**src/oblag_pkg.sv**
```systemverilog
// Shared types, codes and constants of the order book level aggregator.
package oblag_pkg;

    localparam int DEF_MAX_ORDERS = 1024;
    localparam int DEF_MAX_LEVELS = 16;

    localparam int ID_W       = 64;
    localparam int PRICE_W    = 32;
    localparam int QTY_W      = 32;
    localparam int TOT_W      = 42;
    localparam int DEPTH_W    = 5;
    localparam int LIVE_OUT_W = 11;
    localparam int LVL_OUT_W  = 5;

    localparam logic SIDE_BID = 1'b0;
    localparam logic SIDE_ASK = 1'b1;

    typedef enum logic [1:0] {
        OP_ADD    = 2'd0,
        OP_CANCEL = 2'd1,
        OP_AMEND  = 2'd2,
        OP_SNAP   = 2'd3
    } t_op;

    typedef enum logic [2:0] {
        ST_OK        = 3'd0,
        ST_DUP       = 3'd1,
        ST_NOT_FOUND = 3'd2,
        ST_ORD_FULL  = 3'd3,
        ST_LVL_FULL  = 3'd4
    } t_status;

    typedef enum logic [3:0] {
        S_CLEAR, S_IDLE, S_ROUTE, S_SCAN, S_SCAN_END, S_DECIDE, S_LK_OLD, S_LK_CHK,
        S_CHK, S_REM, S_LK_NEW, S_ADD, S_SAME, S_WSLOT, S_SNAP, S_RESULT
    } t_state;

    typedef struct packed {
        logic               vld;
        logic [ID_W-1:0]    id;
        logic               buy;
        logic [PRICE_W-1:0] price;
        logic [QTY_W-1:0]   qty;
    } t_slot;

    localparam int SLOT_W = $bits(t_slot);

    typedef struct packed {
        logic    load;
        logic    clear_step;
        logic    scan_step;
        logic    lk_old;
        logic    lk_new;
        logic    lv_rem;
        logic    lv_add;
        logic    lv_same;
        logic    wslot;
        logic    snap_init;
        logic    snap_emit;
        logic    res_emit;
        t_status status;
    } t_cmd;

    typedef struct packed {
        logic scan_last;
        logic found;
        logic free_found;
        t_op  op;
        logic price_same;
        logic new_hit;
        logic side_full;
        logic frees;
        logic snap_empty;
        logic snap_last;
        logic out_free;
    } t_sts;

endpackage

```
**src/oblag_ctrl.sv**
```systemverilog
// Controller state machine of the order book level aggregator.
module oblag_ctrl import oblag_pkg::*; (
    input  logic i_clk,
    input  logic i_rst_n,
    input  logic i_valid,
    input  t_sts i_sts,
    output logic o_ready,
    output t_cmd o_cmd
);
    t_state  r_state, n_state;
    t_status r_status, n_status;

    always_ff @(posedge i_clk) begin
        if (!i_rst_n) begin
            r_state  <= S_CLEAR;
            r_status <= ST_OK;
        end else begin
            r_state  <= n_state;
            r_status <= n_status;
        end
    end

    always_comb begin
        n_state  = r_state;
        n_status = r_status;
        unique case (r_state)
            S_CLEAR: begin
                if (i_sts.scan_last) n_state = S_IDLE;
            end
            S_IDLE: begin
                if (i_valid) n_state = S_ROUTE;
            end
            S_ROUTE: begin
                n_status = ST_OK;
                if (i_sts.op == OP_SNAP) begin
                    n_state = i_sts.snap_empty ? S_RESULT : S_SNAP;
                end else begin
                    n_state = S_SCAN;
                end
            end
            S_SCAN: begin
                if (i_sts.scan_last) n_state = S_SCAN_END;
            end
            S_SCAN_END: n_state = S_DECIDE;
            S_DECIDE: begin
                if (i_sts.op == OP_ADD) begin
                    if (i_sts.found) begin
                        n_status = ST_DUP;
                        n_state  = S_RESULT;
                    end else if (!i_sts.free_found) begin
                        n_status = ST_ORD_FULL;
                        n_state  = S_RESULT;
                    end else begin
                        n_state = S_LK_NEW;
                    end
                end else if (!i_sts.found) begin
                    n_status = ST_NOT_FOUND;
                    n_state  = S_RESULT;
                end else begin
                    n_state = S_LK_OLD;
                end
            end
            S_LK_OLD: begin
                if (i_sts.op == OP_CANCEL) n_state = S_REM;
                else if (i_sts.price_same) n_state = S_SAME;
                else n_state = S_LK_CHK;
            end
            S_LK_CHK: n_state = S_CHK;
            S_CHK: begin
                if (!i_sts.new_hit && i_sts.side_full && !i_sts.frees) begin
                    n_status = ST_LVL_FULL;
                    n_state  = S_RESULT;
                end else begin
                    n_state = S_REM;
                end
            end
            S_REM: n_state = (i_sts.op == OP_CANCEL) ? S_WSLOT : S_LK_NEW;
            S_LK_NEW: n_state = S_ADD;
            S_ADD: begin
                if (!i_sts.new_hit && i_sts.side_full) begin
                    n_status = ST_LVL_FULL;
                    n_state  = S_RESULT;
                end else begin
                    n_state = S_WSLOT;
                end
            end
            S_SAME: n_state = S_WSLOT;
            S_WSLOT: n_state = S_RESULT;
            S_SNAP: begin
                if (i_sts.out_free && i_sts.snap_last) n_state = S_IDLE;
            end
            S_RESULT: begin
                if (i_sts.out_free) n_state = S_IDLE;
            end
            default: n_state = S_IDLE;
        endcase
    end

    always_comb begin
        o_cmd        = '0;
        o_cmd.status = r_status;
        o_ready      = 1'b0;
        unique case (r_state)
            S_CLEAR:  o_cmd.clear_step = 1'b1;
            S_IDLE: begin
                o_ready    = 1'b1;
                o_cmd.load = i_valid;
            end
            S_ROUTE:  o_cmd.snap_init = (i_sts.op == OP_SNAP);
            S_SCAN:   o_cmd.scan_step = 1'b1;
            S_LK_OLD: o_cmd.lk_old = 1'b1;
            S_LK_CHK: o_cmd.lk_new = 1'b1;
            S_LK_NEW: o_cmd.lk_new = 1'b1;
            S_REM:    o_cmd.lv_rem = 1'b1;
            S_ADD:    o_cmd.lv_add = i_sts.new_hit || !i_sts.side_full;
            S_SAME:   o_cmd.lv_same = 1'b1;
            S_WSLOT:  o_cmd.wslot = 1'b1;
            S_SNAP:   o_cmd.snap_emit = i_sts.out_free;
            S_RESULT: o_cmd.res_emit = i_sts.out_free;
            default:  o_cmd.status = r_status;
        endcase
    end
endmodule

```
**config.mk**
```make
export PLATFORM = sky130hd
export DESIGN_NAME = oblag_ctrl
export DESIGN_NICKNAME = d
export VERILOG_FILES = /design/src/oblag_pkg.sv /design/src/oblag_ctrl.sv
export SDC_FILE = /design/constraint.sdc
export NUM_CORES = 1
export LEC_CHECK = 0
export BUFFER_PORTS_ARGS = -buffer_cell sky130_fd_sc_hd__buf_2
export CAP_MARGIN = 25
export CORE_ASPECT_RATIO = 1.75
export CORE_MARGIN = 2
export CORE_UTILIZATION = 30
export CTS_BUF_LIST = sky130_fd_sc_hd__clkbuf_8
export DETAILED_ROUTE_END_ITERATION = 6
export PLACE_DENSITY = 0.61
export SYNTH_ARGS = -nofsm -noshare
export SYNTH_HDL_FRONTEND = slang
export SYNTH_SLANG_ARGS = --single-unit
```
**constraint.sdc**
```tcl
create_clock -name i_clk -period 4.92 [get_ports i_clk]
set_clock_uncertainty 0.15 [all_clocks]
set_input_delay 0.984 -clock i_clk [delete_from_list [all_inputs] [get_ports i_clk]]
set_output_delay 0.984 -clock i_clk [all_outputs]
set_load 0.005 [all_outputs]
```
==> metrics.cfg <==
[placed_design]
gp_congestion = 0.876
port_buffers = 30
postPlaceCellArea_um2 = 937
dpl.cell_count = 167
dp_hpwl_um = 1800

[synth]
ys_ff_latch = 7
synth.distinct_cells = 41
synth_area_um2 = 811
synthCells = 120
syn_area_per_cell_um2 = 6.76
yosysSeqAreaShare_pct = 17.3
synth_edf_count = 0
syn_nets = 135
dominantRegCellSynth = dfxtp_1
synth_async_sr_flop_share_pct = 0
ys_warn_count = 0

[drt]
firstDrtPassIters = 4
dr_total_vias = 947
viasPerCell = 5.54
wire_per_inst_um = 13.4
drc = 0
ant_nets = 0
finalWirelength_um = 2300
drt_iter0_drc = 20

[layout]
area_delta_synth_final_pct = 21.1
nets = 160
stdcell_count = 171
fin_area_um2 = 982
nFillCells = 299
drive_gt1_share_pct = 26.4
diodes = 0
fin_util_pct = 37.4

[timing]
fmax_mhz = 339
worstMarginPinSlew_ns = 0.800
drv_slew = 0
hold_viol = 0
period_share_pct = 60.0
grt_setup_unrepaired = false
relSlewSlack_pct = 46.6
fin_setup_tns_ns = 0
setup_viol = 0
fin_crit_ns = 2.95

[global_routing]
grt_max_degree = 26
grt_usage_pct = 14.9
grt_pass1_wl_um = 3710
antenna_found_initial = 0
grt_pass1_vias = 857
overflow = 0

[clock_network]
path_clk_slew_ns = 0.04
clock_path_buffers = 2
clock-sinks = 7
cts.hold.buffers_added = 0
tritoncts = done
cts.htree.levels = 1
ctsResizeCount = 0
cts_root_buf = clkbuf_8
postCtsSetupRepairBufs = 0
clock_latency_ns = 0.23
cts_inserted_buffers = 3

[power_and_ir_drop]
p_switching_w = 0.0000767
pwr-share-seq_pct = 33.5
combPwrFrac_pct = 31.6
pwr-share-clk_pct = 35.0
p_int_w = 0.000147
p_leak_nw = 0.415
peakVddDrop_mv = 0.132
p_total_w = 0.000223
switching_share_pct = 34.4
cellPowerDensity_mw_per_mm2 = 227

[worst_setup_path]
max_stage_delay_ns = 0.83
r2r_end = r_status[2]
criticalPathCategory = reg -> out
required_ns = 3.79
ff2ff_path_depth = 5
slowest_stage = dfxtp_1
timing.rr.start = r_state[1]
end_kind = primary output
cp-start-kind = flip-flop
path_max_fanout = 25
crit_start = r_state[1]
cp.arrival_ns = 1.82
rrSetupSlack_ns = 2.74
path_cells = nand2_1, or2_1, nor2_1, buf_2

[worst_hold_path]
hold_class = reg -> reg
hold_end = r_status[0]
hp-start = r_status[0]
holdPathStages = 2

[outcome]
status = finished clean

[floorplanning]
die_h_um = 72.8
die_area_mm2 = 0.00315
ios = 31
core_mm2 = 0.00263
placement_rows = 25
start_util_pct = 30.9
dieWidth_um = 43.3

[run]
max-cap-violations = 0

## power groups by stage
stage	clock (W)	sequential, W	combinational, W
floorplan	0	0.0000630	0.0000668
global placement	0	0.0000748	0.0000705
detailed placement	0	0.0000752	0.0000706
CTS	0.0000794	0.0000742	0.0000710
global route	0.0000829	0.0000757	0.0000789
finish	0.0000781	0.0000747	0.0000706
## sequential cells by signal (all words and copies together), names as in the netlist
name / cells
r_state: 4
r_status: 3
## placed cells by master, fill, tap and decap left out, drive strengths merged, types with 4 or more instances in the layout
| cell | instances |
|---|---|
| nand2 | 13 |
| nor2 | 16 |
| dfxtp | 7 |
| nand2b | 5 |
| a21oi | 8 |
| o21ai | 8 |
| mux2i | 4 |
| inv | 4 |
| buf | 30 |
| nor3 | 4 |
## Yosys cell counts (2+ instances only)
cell type  count  area share (%)
a211oi_1       3             2.8
a21oi_1        7             4.3
and2_1         3             2.3
buf_2          4             2.5
buf_6          2             2.8
clkbuf_1       4             1.9
dfxtp_1        7              17
inv_1          3             1.4
mux2i_1        4             4.9
nand2_1       13             6.0
nand2b_1       5             3.9
nand3_1        2             1.2
nand4_1        2             1.5
nor2_1        16             7.4
nor2b_1        3             2.3
nor3_1         4             2.5
nor3b_1        3             2.8
o21ai_0        7             4.3
o22ai_1        2             1.5
o32ai_1        3             3.2
or2_1          2             1.5
or3_1          2             1.5
## worst max-delay path by stage
stage	endpoint	slack [ns]	depth (start not counted)
floorplan	o_cmd[8]	2.35	3
global placement	o_cmd[8]	2.14	5
detailed placement	o_cmd[8]	2.12	5
CTS	o_cmd[8]	1.98	4
global route	o_cmd[8]	1.84	4
finish	o_cmd[8]	1.97	4
## cell families after synthesis
logic type             Yosys count  share of synthesized area, %
XOR/XNOR                         1                          1.08
multiplexers                     4                          4.94
buffers and inverters           13                          8.49
AO/OA/AOI/OAI                   33                          28.2
AND/OR/NAND/NOR                 62                          40.0
flip-flops                       7                          17.3
## cell type report
type	instances	area, um^2	share of cell area, %
tap	27	33.8	3.44
inverter	3	11.3	1.15
clock buffer	3	41.3	4.20
timing repair buffer	30	150	15.3
clock inverter	1	3.75	0.382
sequential	7	140	14.3
multi-input combinational	100	602	61.3
## through the flow
step	hold slack, ns	setup slack (ns)
6_report	0.302	1.97
5_1_grt	0.317	1.84
4_1_cts	0.308	1.98
3_5_place_dp	0.295	2.12
3_3_place_gp	0.288	2.14
2_1_floorplan	0.295	2.35
## worst max-delay path, delay by kind of cell, from the launching register on
family / cells / cell delay, ns
buffers and inverters: 1 / 0.12
flip-flops: 1 / 0.83
AND/OR/NAND/NOR: 3 / 0.65
## per-layer routing
layer	global-route usage, %	vias to the layer above	part of all wire [%]
li1	-	484	-
met1	17.5	419	41
met2	26.0	38	51
met3	2.97	6	6.3
met4	5.39	0	1.7
met5	0	-	0
Power figures use the tool's default switching activity.
